--- src/hw/rtl/hlcc_pkg.sv ---
// Package for the heartbeat line checker: beat types, result codes and the
// CRC-16/CCITT-FALSE byte update. No dependencies.
`default_nettype none
package hlcc_pkg;

  typedef struct packed {
    logic [7:0]  rx_byte;
    logic [31:0] time_seconds;
  } in_beat_t;

  typedef struct packed {
    logic        heartbeat_ok;
    logic [1:0]  line_kind;
    logic        link_valid;
    logic [31:0] last_rx_ms;
  } out_beat_t;

  // One classified byte handed from the front to the parser.
  typedef struct packed {
    logic        eol;
    logic        feed;
    logic [7:0]  ch;
    logic        is_ws;
    logic        is_dig;
    logic        is_hex;
    logic [3:0]  hex_val;
    logic [31:0] secs;
  } char_t;

  localparam logic [1:0] KIND_REJECT = 2'd0;
  localparam logic [1:0] KIND_BARE   = 2'd1;
  localparam logic [1:0] KIND_SHORT  = 2'd2;
  localparam logic [1:0] KIND_CANON  = 2'd3;

  localparam logic [15:0] CRC_INIT = 16'hFFFF;
  localparam logic [15:0] CRC_POLY = 16'h1021;
  localparam logic [15:0] CRC_MSB  = 16'h8000;

  localparam logic [7:0] CH_NL    = 8'd10;
  localparam logic [7:0] CH_CR    = 8'd13;
  localparam logic [7:0] CH_COMMA = 8'h2C;
  localparam logic [7:0] CH_PLUS  = 8'h2B;
  localparam logic [7:0] CH_MINUS = 8'h2D;
  localparam logic [7:0] CH_ZERO  = 8'h30;
  localparam logic [7:0] CH_UH    = 8'h48;
  localparam logic [7:0] CH_LH    = 8'h68;
  localparam logic [7:0] CH_UB    = 8'h42;
  localparam logic [7:0] CH_LB    = 8'h62;
  localparam logic [7:0] CH_UX    = 8'h58;
  localparam logic [7:0] CH_LX    = 8'h78;

  function automatic logic [15:0] crc_byte(input logic [15:0] crc, input logic [7:0] b);
    logic [15:0] r;
    r = crc ^ {b, 8'h00};
    for (int k = 0; k < 8; k++) begin
      r = ((r & CRC_MSB) != 16'h0000) ? ((r << 1) ^ CRC_POLY) : (r << 1);
    end
    return r;
  endfunction

endpackage
`default_nettype wire

--- src/hw/rtl/hlcc_back.sv ---
// Back end: streaming parser with running CRC over the reprinted text,
// verdict per line and the sticky link state. Depends on hlcc_pkg.
`default_nettype none
module hlcc_back (
  input  wire logic            clk_i,
  input  wire logic            rst_ni,
  input  wire logic            valid_i,
  input  wire hlcc_pkg::char_t char_i,
  output logic                 take_o,
  output logic                 res_push_o,
  input  wire logic            res_full_i,
  output hlcc_pkg::out_beat_t  res_o
);
  localparam logic [3:0] PH_H    = 4'd0;
  localparam logic [3:0] PH_B    = 4'd1;
  localparam logic [3:0] PH_SEP  = 4'd2;
  localparam logic [3:0] PH_WS   = 4'd3;
  localparam logic [3:0] PH_SIGN = 4'd4;
  localparam logic [3:0] PH_DIG  = 4'd5;
  localparam logic [3:0] PH_TWS  = 4'd6;
  localparam logic [3:0] PH_TOK  = 4'd7;
  localparam logic [3:0] PH_TEND = 4'd8;
  localparam logic [3:0] PH_DONE = 4'd9;

  localparam logic [2:0] T_FIRST = 3'd0;
  localparam logic [2:0] T_SIGN  = 3'd1;
  localparam logic [2:0] T_ZERO  = 3'd2;
  localparam logic [2:0] T_DIGS  = 3'd3;
  localparam logic [2:0] T_STOP  = 3'd4;

  localparam logic [3:0] TOK_MAX = 4'd15;

  logic [3:0]  ph_q, ph_d;
  logic [1:0]  fld_q, fld_d;
  logic        neg_q, neg_d, big_q, big_d, nz_q, nz_d, dnz_q, dnz_d;
  logic [31:0] mag_q, mag_d;
  logic [15:0] crc_q, crc_d, hv_q, hv_d;
  logic        hneg_q, hneg_d;
  logic [3:0]  tcnt_q, tcnt_d;
  logic [2:0]  tsub_q, tsub_d;
  logic [1:0]  kind_q, kind_d;
  logic        link_q, link_d;
  logic [31:0] last_q, last_d;

  logic [7:0]  ch;
  logic [35:0] prod;
  logic [31:0] mag_dig;
  logic        big_dig, nz_dig, ovf, step, fin;
  logic [15:0] crc_dig, crc_end, crc_end_sep, hv_fin, hv_acc;
  logic [2:0]  sub_in, sub_nx;
  logic [15:0] hv_nx;
  logic        hneg_nx;
  logic [1:0]  kind_term;

  assign ch     = char_i.ch;
  assign take_o = valid_i && (!char_i.eol || !res_full_i);
  assign step   = take_o && char_i.feed;
  assign fin    = take_o && char_i.eol;
  assign res_push_o = fin;

  always_comb begin
    prod    = ({4'd0, mag_q} << 3) + ({4'd0, mag_q} << 1) + {32'd0, char_i.hex_val};
    big_dig = big_q || (prod[35:32] != 4'd0);
    mag_dig = big_q ? mag_q : prod[31:0];
    nz_dig  = nz_q || (char_i.hex_val != 4'd0);
    crc_dig = crc_q;
    if (nz_q) begin
      crc_dig = hlcc_pkg::crc_byte(crc_q, ch);
    end else if (char_i.hex_val != 4'd0) begin
      crc_dig = neg_q ? hlcc_pkg::crc_byte(hlcc_pkg::crc_byte(crc_q, hlcc_pkg::CH_MINUS), ch)
                      : hlcc_pkg::crc_byte(crc_q, ch);
    end
    ovf         = big_q || (neg_q ? (mag_q > 32'h8000_0000) : (mag_q > 32'h7FFF_FFFF));
    crc_end     = nz_q ? crc_q : hlcc_pkg::crc_byte(crc_q, hlcc_pkg::CH_ZERO);
    crc_end_sep = hlcc_pkg::crc_byte(crc_end, hlcc_pkg::CH_COMMA);
  end

  always_comb begin
    sub_in  = (ph_q == PH_TWS) ? T_FIRST : tsub_q;
    hv_acc  = {hv_q[11:0], char_i.hex_val};
    sub_nx  = sub_in;
    hv_nx   = hv_q;
    hneg_nx = hneg_q;
    unique case (sub_in)
      T_FIRST: begin
        if (ch == hlcc_pkg::CH_PLUS || ch == hlcc_pkg::CH_MINUS) begin
          sub_nx  = T_SIGN;
          hneg_nx = (ch == hlcc_pkg::CH_MINUS);
        end else if (ch == hlcc_pkg::CH_ZERO) begin
          sub_nx = T_ZERO;
        end else if (char_i.is_hex) begin
          sub_nx = T_DIGS;
          hv_nx  = hv_acc;
        end else begin
          sub_nx = T_STOP;
        end
      end
      T_SIGN: begin
        if (ch == hlcc_pkg::CH_ZERO) begin
          sub_nx = T_ZERO;
        end else if (char_i.is_hex) begin
          sub_nx = T_DIGS;
          hv_nx  = hv_acc;
        end else begin
          sub_nx = T_STOP;
        end
      end
      T_ZERO: begin
        if (ch == hlcc_pkg::CH_UX || ch == hlcc_pkg::CH_LX) begin
          sub_nx = T_DIGS;
        end else if (char_i.is_hex) begin
          sub_nx = T_DIGS;
          hv_nx  = hv_acc;
        end else begin
          sub_nx = T_STOP;
        end
      end
      T_DIGS: begin
        if (char_i.is_hex) begin
          hv_nx = hv_acc;
        end else begin
          sub_nx = T_STOP;
        end
      end
      default: begin
        sub_nx = T_STOP;
      end
    endcase
  end

  always_comb begin
    hv_fin = hneg_q ? (16'd0 - hv_q) : hv_q;
    unique case (ph_q)
      PH_H, PH_B: kind_term = hlcc_pkg::KIND_REJECT;
      PH_SEP:     kind_term = hlcc_pkg::KIND_BARE;
      PH_WS, PH_SIGN, PH_TWS: kind_term = hlcc_pkg::KIND_SHORT;
      PH_DIG:     kind_term = ovf ? hlcc_pkg::KIND_REJECT : hlcc_pkg::KIND_SHORT;
      PH_TOK, PH_TEND: begin
        kind_term = ((crc_q == hv_fin) && dnz_q) ? hlcc_pkg::KIND_CANON
                                                 : hlcc_pkg::KIND_REJECT;
      end
      default:    kind_term = kind_q;
    endcase
  end

  always_comb begin
    ph_d   = ph_q;
    fld_d  = fld_q;
    neg_d  = neg_q;
    big_d  = big_q;
    nz_d   = nz_q;
    dnz_d  = dnz_q;
    mag_d  = mag_q;
    crc_d  = crc_q;
    hv_d   = hv_q;
    hneg_d = hneg_q;
    tcnt_d = tcnt_q;
    tsub_d = tsub_q;
    kind_d = kind_q;
    link_d = link_q;
    last_d = last_q;
    if (fin) begin
      if (kind_term != hlcc_pkg::KIND_REJECT) begin
        link_d = 1'b1;
        last_d = char_i.secs * 32'd1000;
      end
      ph_d   = PH_H;
      fld_d  = 2'd0;
      neg_d  = 1'b0;
      big_d  = 1'b0;
      nz_d   = 1'b0;
      dnz_d  = 1'b0;
      mag_d  = '0;
      crc_d  = hlcc_pkg::CRC_INIT;
      hv_d   = '0;
      hneg_d = 1'b0;
      tcnt_d = '0;
      tsub_d = T_FIRST;
    end else if (step) begin
      unique case (ph_q)
        PH_H: begin
          if (ch == hlcc_pkg::CH_UH || ch == hlcc_pkg::CH_LH) begin
            crc_d = hlcc_pkg::crc_byte(crc_q, hlcc_pkg::CH_UH);
            ph_d  = PH_B;
          end else begin
            kind_d = hlcc_pkg::KIND_REJECT;
            ph_d   = PH_DONE;
          end
        end
        PH_B: begin
          if (ch == hlcc_pkg::CH_UB || ch == hlcc_pkg::CH_LB) begin
            crc_d = hlcc_pkg::crc_byte(crc_q, hlcc_pkg::CH_UB);
            ph_d  = PH_SEP;
          end else begin
            kind_d = hlcc_pkg::KIND_REJECT;
            ph_d   = PH_DONE;
          end
        end
        PH_SEP: begin
          ph_d = PH_DONE;
          if (ch == hlcc_pkg::CH_CR) begin
            kind_d = hlcc_pkg::KIND_BARE;
          end else if (ch == hlcc_pkg::CH_COMMA) begin
            crc_d = hlcc_pkg::crc_byte(crc_q, hlcc_pkg::CH_COMMA);
            ph_d  = PH_WS;
          end else begin
            kind_d = hlcc_pkg::KIND_REJECT;
          end
        end
        PH_WS, PH_SIGN: begin
          if (char_i.is_dig) begin
            mag_d = mag_dig;
            big_d = big_dig;
            nz_d  = nz_dig;
            crc_d = crc_dig;
            ph_d  = PH_DIG;
          end else if (ph_q == PH_WS && char_i.is_ws) begin
            ph_d = PH_WS;
          end else if (ph_q == PH_WS &&
                       (ch == hlcc_pkg::CH_PLUS || ch == hlcc_pkg::CH_MINUS)) begin
            neg_d = (ch == hlcc_pkg::CH_MINUS);
            ph_d  = PH_SIGN;
          end else begin
            kind_d = hlcc_pkg::KIND_SHORT;
            ph_d   = PH_DONE;
          end
        end
        PH_DIG: begin
          if (char_i.is_dig) begin
            mag_d = mag_dig;
            big_d = big_dig;
            nz_d  = nz_dig;
            crc_d = crc_dig;
          end else if (ovf) begin
            kind_d = hlcc_pkg::KIND_REJECT;
            ph_d   = PH_DONE;
          end else if (ch != hlcc_pkg::CH_COMMA) begin
            kind_d = hlcc_pkg::KIND_SHORT;
            ph_d   = PH_DONE;
          end else if (fld_q == 2'd3) begin
            dnz_d = nz_q;
            crc_d = crc_end;
            ph_d  = PH_TWS;
          end else begin
            crc_d = crc_end_sep;
            fld_d = fld_q + 2'd1;
            neg_d = 1'b0;
            big_d = 1'b0;
            nz_d  = 1'b0;
            mag_d = '0;
            ph_d  = PH_WS;
          end
        end
        PH_TWS: begin
          if (!char_i.is_ws) begin
            tcnt_d = 4'd1;
            tsub_d = sub_nx;
            hv_d   = hv_nx;
            hneg_d = hneg_nx;
            ph_d   = PH_TOK;
          end
        end
        PH_TOK: begin
          if (char_i.is_ws || tcnt_q == TOK_MAX) begin
            ph_d = PH_TEND;
          end else begin
            tcnt_d = tcnt_q + 4'd1;
            tsub_d = sub_nx;
            hv_d   = hv_nx;
            hneg_d = hneg_nx;
          end
        end
        default: begin
          ph_d = ph_q;
        end
      endcase
    end
  end

  always_ff @(posedge clk_i or negedge rst_ni) begin
    if (!rst_ni) begin
      ph_q   <= PH_H;
      fld_q  <= 2'd0;
      neg_q  <= 1'b0;
      big_q  <= 1'b0;
      nz_q   <= 1'b0;
      dnz_q  <= 1'b0;
      mag_q  <= '0;
      crc_q  <= hlcc_pkg::CRC_INIT;
      hv_q   <= '0;
      hneg_q <= 1'b0;
      tcnt_q <= '0;
      tsub_q <= T_FIRST;
      kind_q <= hlcc_pkg::KIND_REJECT;
      link_q <= 1'b0;
      last_q <= '0;
    end else begin
      ph_q   <= ph_d;
      fld_q  <= fld_d;
      neg_q  <= neg_d;
      big_q  <= big_d;
      nz_q   <= nz_d;
      dnz_q  <= dnz_d;
      mag_q  <= mag_d;
      crc_q  <= crc_d;
      hv_q   <= hv_d;
      hneg_q <= hneg_d;
      tcnt_q <= tcnt_d;
      tsub_q <= tsub_d;
      kind_q <= kind_d;
      link_q <= link_d;
      last_q <= last_d;
    end
  end

  always_comb begin
    res_o.heartbeat_ok = (kind_term != hlcc_pkg::KIND_REJECT);
    res_o.line_kind    = kind_term;
    res_o.link_valid   = link_d;
    res_o.last_rx_ms   = last_d;
  end
endmodule
`default_nettype wire

--- config.mk ---
export PLATFORM = sky130hd
export DESIGN_NAME = hlcc_back
export DESIGN_NICKNAME = d
export VERILOG_FILES = /design/src/hw/rtl/hlcc_pkg.sv /design/src/hw/rtl/hlcc_back.sv
export SDC_FILE = /design/constraint.sdc
export NUM_CORES = 1
export LEC_CHECK = 0
export ABC_AREA = 1
export BUFFER_PORTS_ARGS = -buffer_cell sky130_fd_sc_hd__buf_2
export CAP_MARGIN = 25
export CORE_MARGIN = 1
export CORE_UTILIZATION = 45
export DETAILED_ROUTE_END_ITERATION = 6
export PLACE_DENSITY = 0.62
export SLEW_MARGIN = 20
export SYNTH_ARGS = -nofsm -noshare
export SYNTH_HDL_FRONTEND = slang
export SYNTH_SLANG_ARGS = --single-unit
--- constraint.sdc ---
create_clock -name clk_i -period 4.9 [get_ports clk_i]
set_input_delay 0.49 -clock clk_i [delete_from_list [all_inputs] [get_ports clk_i]]
set_output_delay 0.49 -clock clk_i [all_outputs]
set_load 0.02 [all_outputs]
======== Word-level counts from Yosys, hierarchy flattened ========
Index checks and enable logic that the tools add are counted.
word-level totals
  output and inout bits ................... 38
  word-level logic and storage cells ...... 386
  bits in latches ......................... 0
  memories kept ........................... 0
  register bits after elaboration ......... 117
  bits in writable memories ............... 0
  input port bits ......................... 53
  memory bits (read-only) ................. 0
cells by class
  equal/unequal tests ..................... 56
  reductions and logical operators ........ 42
  divide/modulo/power cells ............... 0
  multiply operators ...................... 1
  muxes and demuxes ....................... 193
  shift-type cells ........................ 0
  $lt $le $gt $ge ......................... 2
  add/sub/neg operators ................... 5
  bitwise logic cells ..................... 72
operator list
  cell                                                                               number
  13-bit two-way mux                                                                 64
  16-bit two-way mux                                                                 24
  32-bit two-way mux                                                                 10
  3-bit NOT                                                                          65
  16-bit one-hot mux with 5 select lines                                             1
  4-bit two-way mux                                                                  18
  16-bit one-hot mux with 4 select lines                                             1
  32-bit one-hot mux with 2 select lines                                             1
  3-bit inequality test, second input constant                                       17
  8-bit by 7-bit == test with 1-bit output, second input constant                    6
  2-bit two-way mux                                                                  19
  35-bit by 33-bit adder with 36-bit output                                          1
  36-bit by 4-bit adder with 36-bit output                                           1
  1-bit two-way mux                                                                  33
  3-bit two-way mux                                                                  11
  8-bit by 6-bit == test with 1-bit output, second input constant                    4
  32-bit by 31-bit greater-than comparator with 1-bit output, second input constant  1
  32-bit greater-than comparator, second input constant                              1
  32-bit by 7-bit multiplier with 29-bit output, second input constant               1
  16-bit one-hot mux with 2 select lines                                             1
  16-bit XOR                                                                         2
  4-bit one-hot mux with 7 select lines                                              1
  2-bit one-hot mux with 5 select lines                                              2
  2-bit inequality test, second input constant                                       9
  40 further kinds                                                                   77

======== Depth between registers and ports, before layout ========
Gate-level depths: netlist (run 1).
  depth after elaboration ................. 41
  depth in mapped cells ................... 22
  gate-level depth less buffers ........... 21

======== Least setup slack after synthesis (run 1) ========
No wires, ideal clock.
  path kind ............................... input to output
  start ................................... in char_i[5] (netlist name)
  end ..................................... out res_o[23] (netlist name)
  setup slack ............................. 0.079 ns
  buffers on the path ..................... 0
  arrival time ............................ 4.331 ns
  stages on the path ...................... 17
  required time ........................... 4.410 ns
  path through ............................ inv_1 fa_1 fa_1 fa_1 fa_1 inv_1 ha_1 a21o_1 a21oi_1 nand2_1 a21oi_1 o21ai_0 a21oi_1 xor2_1 nand3_1 nand2_1 inv_1
RTL lines
  element             line             RTL
  start: declaration  hlcc_back.sv:8   input wire hlcc_pkg::char_t char_i,
  end: declaration    hlcc_back.sv:12  output hlcc_pkg::out_beat_t res_o

==> flow_summary_export.csv, run 1 <==
group,metric,value,unit
synthesis,synth_area_per_cell,6.848,µm²
synthesis,synthArstFlopShare,100.0,%
synthesis,syn_nets,2470,
floorplanning,core,32780,µm²
critical_path,crit_fanout,4,
clocking,worst_skew_pair.late_latency,0.44,ns
floorplanning,ios,91,
clocking,cts_tree,"yes",
grt,antenna_found_initial,0,
critical_path,worst_ep_required_time,4.41,ns
run_status,status,"complete, but fails checks",
sta,drv_slew,0,
floorplanning,die_h,185.1,µm
power_and_ir_drop,p_leak,0.009718,µW
critical_path,crit_chain,"buf_8, inv_6, buf_6, fa_1, fa_1, fa_1, fa_1, inv_2, ha_4, buf_6, nand2_4, buf_6, nor2_4, inv_2, nor2_4, a21oi_4, o21bai_1, or2_4, nand4_1, nand2_2, buf_6",
clocking,numCtsBuffers,17,
synthesis,synth_edf_count,0,
synthesis,ys_seq_elements,117,
power_and_ir_drop,p_sw,7517,µW
clocking,ctsHtreeMaxLevel,4,
power_and_ir_drop,combPwrFrac,78.3,%
placed_design,gp_congestion,0.9891,
floorplanning,std_cell_rows,66,
detailed_routing,drc_errors,0,
power_and_ir_drop,vdd_ir_drop_max,0.4265,mV
sta,layout_min_cycle_time,5.007,ns
sta,slew_headroom,34.03,%
grt,grt_pass1_wl,76010,µm
clocking,hold_buffers,0,
placed_design,placed_cell_area,16840,µm²
critical_path,critPathSlowestCell,"fa_1",
grt,grt.total_usage,28.29,%
synthesis,synth.distinct_cells,54,
clocking,clock-sinks,117,
sta,max_slew.worst_pin.slew,0.9885,ns
sta,final_hold_viol_count,0,
critical_path,start_kind,"input pin",
clocking,clk_pin_slew,0.05,ns
sta,fin_crit_sh,102.2,%
power_and_ir_drop,intPower,7163,µW
grt,grt_max_degree,57,
worst_hold_path,min_path_type,"in2async",
synthesis,ys.flop_type,"dfrtp_1",
critical_path,end_kind,"output port",
sta,finalClockSkew,0.01945,ns
sta,grt_setup_unrepaired,"yes",
layout,drive_gt1_share,21.59,%
detailed_routing,drt-pass1-iter-count,5,
synthesis,ys_warn_count,0,
detailed_routing,drt-initial-drc-count,1032,
layout,final_net_count,2687,
run_status,violations,"negative setup slack",
grt,overflow,0,
critical_path,worstPathBufferInverterCount,8,
power_and_ir_drop,pwr_density_cell,776.6,nW/µm²
clocking,clockRootBuffer,"clkbuf_16",
layout,fin_area,18900,µm²
power_and_ir_drop,p_clk_share,9.8,%
synthesis,netlist_area,15080,µm²
layout,multi_input_comb_area,11290,µm²
run,cap_violations,0,
critical_path,path_class,"in2out",
sta,fmax,199.7,MHz
layout,ff_latch_area,2948,µm²
detailed_routing,viasPerCell,5.289,
placed_design,port_buffers,87,
synthesis,ys_seq_area_share,19.55,%
grt,grt_pass1_vias,14980,
layout,nFillCells,3075,
detailed_routing,vias,15200,
power_and_ir_drop,seq_power_share,11.8,%
detailed_routing,drtAntennaViolNets,0,
synthesis,synthCells,2202,
layout,diodes,0,
power_and_ir_drop,swShare,51.20,%
critical_path,critPathTopFamily,"adder cells",
floorplanning,start_util,46.00,%
critical_path,arrival,4.52,ns
placed_design,dpl.hpwl,36130,µm
clocking,ctsLongestPathBuffers,2,
detailed_routing,drt-total-wl,48090,µm
layout,syn2layout_area_growth,25.35,%
floorplanning,fp.dieArea,34250,µm²
sta,fin_ws,-0.1066,ns
detailed_routing,routedWlPerCell,16.73,µm
critical_path,max_stage_delay,0.56,ns
floorplanning,die_w,185.1,µm
sta,finalSetupViolations,9,
sta,timing.setup.tns,-0.3531,ns
[layout make-up]
cell class,instances,share of cell area (%)
Multi-Input combinational cell,1634,59.74
Sequential cell,117,15.60
Timing Repair Buffer,247,9.929
Inverter,402,8.327
Tap cell,442,2.926
Clock buffer,20,2.416
Clock inverter,12,1.066
[power groups by stage]
stage / Sequential, µW / Clock, µW / Combinational [µW]
4_1_cts: 1730 / 1460 / 9950
5_1_grt: 1780 / 1500 / 12600
2_1_floorplan: 1560 / 0 / 6100
6_report: 1740 / 1440 / 11500
3_3_place_gp: 1740 / 0 / 8820
3_5_place_dp: 1740 / 0 / 8890
[routing by layer]
layer	part of all wire (%)	global-route usage, %	routed length (µm)	up-vias
met5	0	0	0	-
met1	45	37.09	21600	7209
met4	2.1	7.603	1003	0
li1	-	-	-	7510
met2	48	48.96	23200	410
met3	4.8	3.401	2286	72
[final timing paths]
check,start,to,slack [ns],depth (start not counted)
max in group asynchronous,rst_ni,tsub_q[0],3.63,2
hold reg to reg,link_q,link_q,0.46,2
min in group clk_i,char_i[33],hv_q[1],0.38,3
hold / removal,rst_ni,mag_q[10],0.09,1
setup reg to reg,mag_q[0],mag_q[26],1.46,15
setup / recovery,char_i[5],res_o[25],-0.11,21
[logic make-up (layout without fill, tap and decap cells)]
logic type / count (synthesis) / after routing / synth area share [%]
flops: 117 / 117 / 19.55
xor+xnor: 90 / 90 / 5.277
simple gates: 947 / 947 / 26.30
buf+inv: 451 / 681 / 11.66
fa+ha+maj: 215 / 215 / 22.47
compound gates: 382 / 382 / 14.74
[sequential cells by signal, summed over array words and instances (netlist names)]
signal and cells:
tsub_q 3, last_q 32, hneg_q 1, ph_q 4
crc_q 16, kind_q 2, link_q 1, big_q 1
hv_q 16, mag_q 32, dnz_q 1, nz_q 1
tcnt_q 4, fld_q 2, neg_q 1
[cells in the final DEF (no fill, tap or decap), types with 15 or more instances in the layout]
| cell type | count |
|---|---|
| nand3_1 | 137 |
| o21bai_1 | 17 |
| nand2_1 | 505 |
| o22ai_1 | 20 |
| fa_1 | 87 |
| a21oi_2 | 20 |
| buf_6 | 38 |
| inv_2 | 40 |
| buf_4 | 149 |
| nand2_2 | 27 |
| o21ai_0 | 127 |
| buf_2 | 57 |
| nand4_1 | 24 |
| ha_1 | 100 |
| nor2_1 | 170 |
| dfstp_2 | 16 |
| clkbuf_16 | 17 |
| dfrtp_1 | 101 |
| xor2_1 | 60 |
| ha_4 | 22 |
| o211ai_1 | 29 |
| or2_2 | 15 |
| a21oi_1 | 79 |
| inv_1 | 342 |
| xnor2_1 | 27 |
[synth_stat cells, types with 4 or more instances]
cell	number	share of area [%]
nand2_1	534	13
inv_1	394	9.8
nor2_1	185	4.6
nand3_1	144	4.8
o21ai_0	139	4.6
ha_1	122	10
a21oi_1	105	3.5
dfrtp_1	101	17
fa_1	93	12
xor2_1	60	3.5
o211ai_1	29	1.4
xnor2_1	29	1.7
nand4_1	24	1.0
clkbuf_1	22	0.55
o22ai_1	20	0.83
nor3_1	18	0.60
o21bai_1	18	0.90
or2_2	17	0.71
dfstp_2	16	2.8
buf_2	15	0.50
a31oi_1	10	0.41
o21ai_1	10	0.33
a21o_1	8	0.40
inv_2	7	0.17
o21a_1	7	0.35
buf_4	6	0.30
nand2_2	6	0.25
nor4_1	5	0.21
a31o_2	4	0.23
nand3b_1	4	0.20
o2111ai_1	4	0.23
[what timing repair did]
item	CTS	global route
pin swaps	65	126
gates resized for setup	146	188
buffers inserted	11	16
endpoints found under the setup margin	18	18
[worst register-to-register path, stage by stage, from the launching register on]
cell	delay [ns]
dfrtp_1	0.44
fa_1	0.57
inv_1	0.07
fa_1	0.44
o21ai_0	0.25
a21oi_1	0.17
o21ai_0	0.45
nand2_1	0.09
nand2_1	0.16
nand2_1	0.09
nor2_1	0.20
nor2_1	0.07
nand2_1	0.07
nand3_1	0.10
nand2_1	0.10
nand2_1	0.05
[stage by stage]
stage	std cells	setup slack, ns	utilization [%]	power (µW)	hold slack, ns
floorplan	2202	0.07881	-	7664	0.1944
global placement	2817	-0.3029	51.36	10550	0.4379
detailed placement	2817	-0.3091	51.36	10640	0.4464
CTS	2860	-0.02619	55.34	13150	0.1148
global route	2874	-0.2207	57.66	15860	0.1406
finish	2874	-0.1066	57.66	14680	0.08801
No activity file was read; power rests on OpenSTA's default activity.
==> inputs of run 2 (changes only) <==
Settings changed: CORE_ASPECT_RATIO set to 0.6, CORE_UTILIZATION 45 to 30, PLACE_DENSITY 0.62 to 0.45.
==> run 2 against run 1 <==
  * The flow still finishes with violations (negative setup slack)
  * Hold slack lost 0.0024 ns
  * Fmax grew 0.75%
  * Sequential share of layout area fell by 0.092 points
  * Critical endpoint is now res_o[27]
==> flow_summary_export.csv, run 2 (synthesis results as in run 1) <==
group,metric,value,unit
detailed_routing,drt-pass1-iter-count,5,
run_status,status,"complete, but fails checks",
critical_path,rr_worst_depth,13,
power_and_ir_drop,p_clk_share,9.1,%
critical_path,worst_ep_required_time,4.41,ns
clocking,clk_pin_slew,0.06,ns
grt,overflow,0,
floorplanning,start_util,30.46,%
detailed_routing,drt-total-wl,53740,µm
power_and_ir_drop,total_power,14550,µW
sta,hold_slack,0.08564,ns
grt,grt.total_usage,21.48,%
layout,reg_top3,"last_q: 32 flops, mag_q: 32 flops",
critical_path,crit-reg2reg-launch,"mag_q[0]",
sta,timing.setup.tns,-0.1760,ns
run_status,violations,"negative setup slack",
worst_hold_path,min_path_type,"in2async",
grt,grt_pass1_vias,14370,
detailed_routing,drt-initial-drc-count,1285,
clocking,worst_skew_pair.late_latency,0.47,ns
clocking,numCtsBuffers,17,
detailed_routing,drc_errors,0,
critical_path,arrival,4.48,ns
layout,fin_area,19010,µm²
floorplanning,std_cell_rows,63,
clocking,clockRootBuffer,"clkbuf_16",
detailed_routing,viasPerCell,4.915,
sta,drv_slew,0,
sta,finalClockSkew,0.01362,ns
layout,nFillCells,5275,
critical_path,end_kind,"output port",
layout,diodes,0,
power_and_ir_drop,swShare,52.68,%
floorplanning,fp.dieArea,51200,µm²
layout,final_cell_mix,"nand2_1, inv_1, nor2_1",
placed_design,gp_congestion,0.9391,
clocking,clock-sinks,117,
floorplanning,ios,91,
grt,antenna_found_initial,2,
sta,finalSetupViolations,4,
sta,fin_ws,-0.06918,ns
detailed_routing,drtAntennaViolNets,0,
layout,final_common_cell,"nand2_1",
critical_path,r2r_end,"mag_q[30]",
sta,max_slew.worst_pin.slew,0.9106,ns
clocking,ctsLongestPathBuffers,2,
placed_design,dpl.hpwl,42590,µm
sta,fin_crit_sh,101.4,%
layout,drive_gt1_share,21.30,%
run,cap_violations,0,
grt,grt_max_degree,75,
power_and_ir_drop,vdd_ir_drop_max,0.4041,mV
detailed_routing,routedWlPerCell,17.44,µm
layout,syn2layout_area_growth,26.10,%
clocking,cts_tree,"yes",
critical_path,path_class,"in2out",
floorplanning,core,49500,µm²
critical_path,ff2ff_setup_slack,1.18,ns
sta,layout_min_cycle_time,4.969,ns
power_and_ir_drop,intPower,6883,µW
clocking,ctsHtreeMaxLevel,4,
placed_design,placed_cell_area,17170,µm²
power_and_ir_drop,p_leak,0.009661,µW
power_and_ir_drop,p_sw,7664,µW
floorplanning,die_h,175.7,µm
power_and_ir_drop,seq_power_share,12.2,%
detailed_routing,vias,15150,
critical_path,crit_fanout,5,
grt,grt_pass1_wl,84520,µm
sta,grt_setup_unrepaired,"yes",
layout,final_net_count,2687,
floorplanning,die_w,291.4,µm
power_and_ir_drop,pwr_density_cell,765.1,nW/µm²
sta,fmax,201.2,MHz
sta,slew_headroom,39.11,%
sta,final_hold_viol_count,0,
placed_design,port_buffers,87,
power_and_ir_drop,combPwrFrac,78.7,%
critical_path,start_kind,"input pin",
## run 2: how the worst max path moves through the flow
stage,start,endpoint,cells past startpoint
5_1_grt,char_i[5],res_o[25],18
3_5_place_dp,char_i[5],res_o[25],18
2_1_floorplan,char_i[5],res_o[23],17
4_1_cts,char_i[13],res_o[28],20
3_3_place_gp,char_i[3],res_o[23],21
6_report,char_i[5],res_o[27],18
## run 2: metal layers
layer / GRT usage (%) / part of all wire (%)
met4: 3.114 / 0.68
met3: 5.087 / 7.9
met1: 35.98 / 56
met2: 26.73 / 36
met5: 0 / 0
## run 2: cell type report
cell class | instances | area (µm²) | share of cell area, %
clock buffers | 19 | 442.9 | 2.329
clock inverters | 13 | 147.6 | 0.7765
inverters | 402 | 1572 | 8.265
multi-input cells | 1634 | 11230 | 59.07
flip-flops and latches | 117 | 2948 | 15.50
well taps | 650 | 813.3 | 4.277
repair buffers | 247 | 1859 | 9.778
## run 2: through the flow
| step | setup WS [ns] | util, % | cells |
|---|---|---|---|
| final | -0.06918 | 38.41 | 3082 |
| after global placement | -0.3901 | 34.68 | 3034 |
| after CTS | 0.001476 | 37.52 | 3072 |
| after floorplan | 0.07881 | - | 2202 |
| after global routing | -0.2303 | 38.41 | 3082 |
| after detailed placement | -0.4011 | 34.68 | 3034 |
## run 2: power groups by stage
stage / clock network, µW / logic, µW / registers (µW)
after floorplan: 0 / 6100 / 1560
after global placement: 0 / 9280 / 1770
after detailed placement: 0 / 9270 / 1780
after CTS: 1360 / 10600 / 1770
after global routing: 1400 / 12600 / 1830
final: 1320 / 11400 / 1780
## run 2: critical path, cell delays in order
cell and delay (ns):
buf_8 0.09, inv_8 0.03, buf_6 0.10, fa_1 0.46
fa_1 0.52, fa_1 0.51, fa_1 0.55, inv_2 0.06
ha_4 0.26, a21o_4 0.24, a21oi_1 0.24, o21ai_1 0.10
nand2_1 0.07, nand3_1 0.09, or2_2 0.28, nand4_1 0.14
nand2_1 0.09, buf_4 0.16
## run 2: repair_timing
item / 4_1_cts / 5_1_grt
buffers inserted: 7 / 10
hold buffers: 0 / 0
setup endpoints to repair: 18 / 17
endpoints found under the hold margin: 0 / 0
gates resized for setup: 203 / 107
pin swaps: 109 / 75
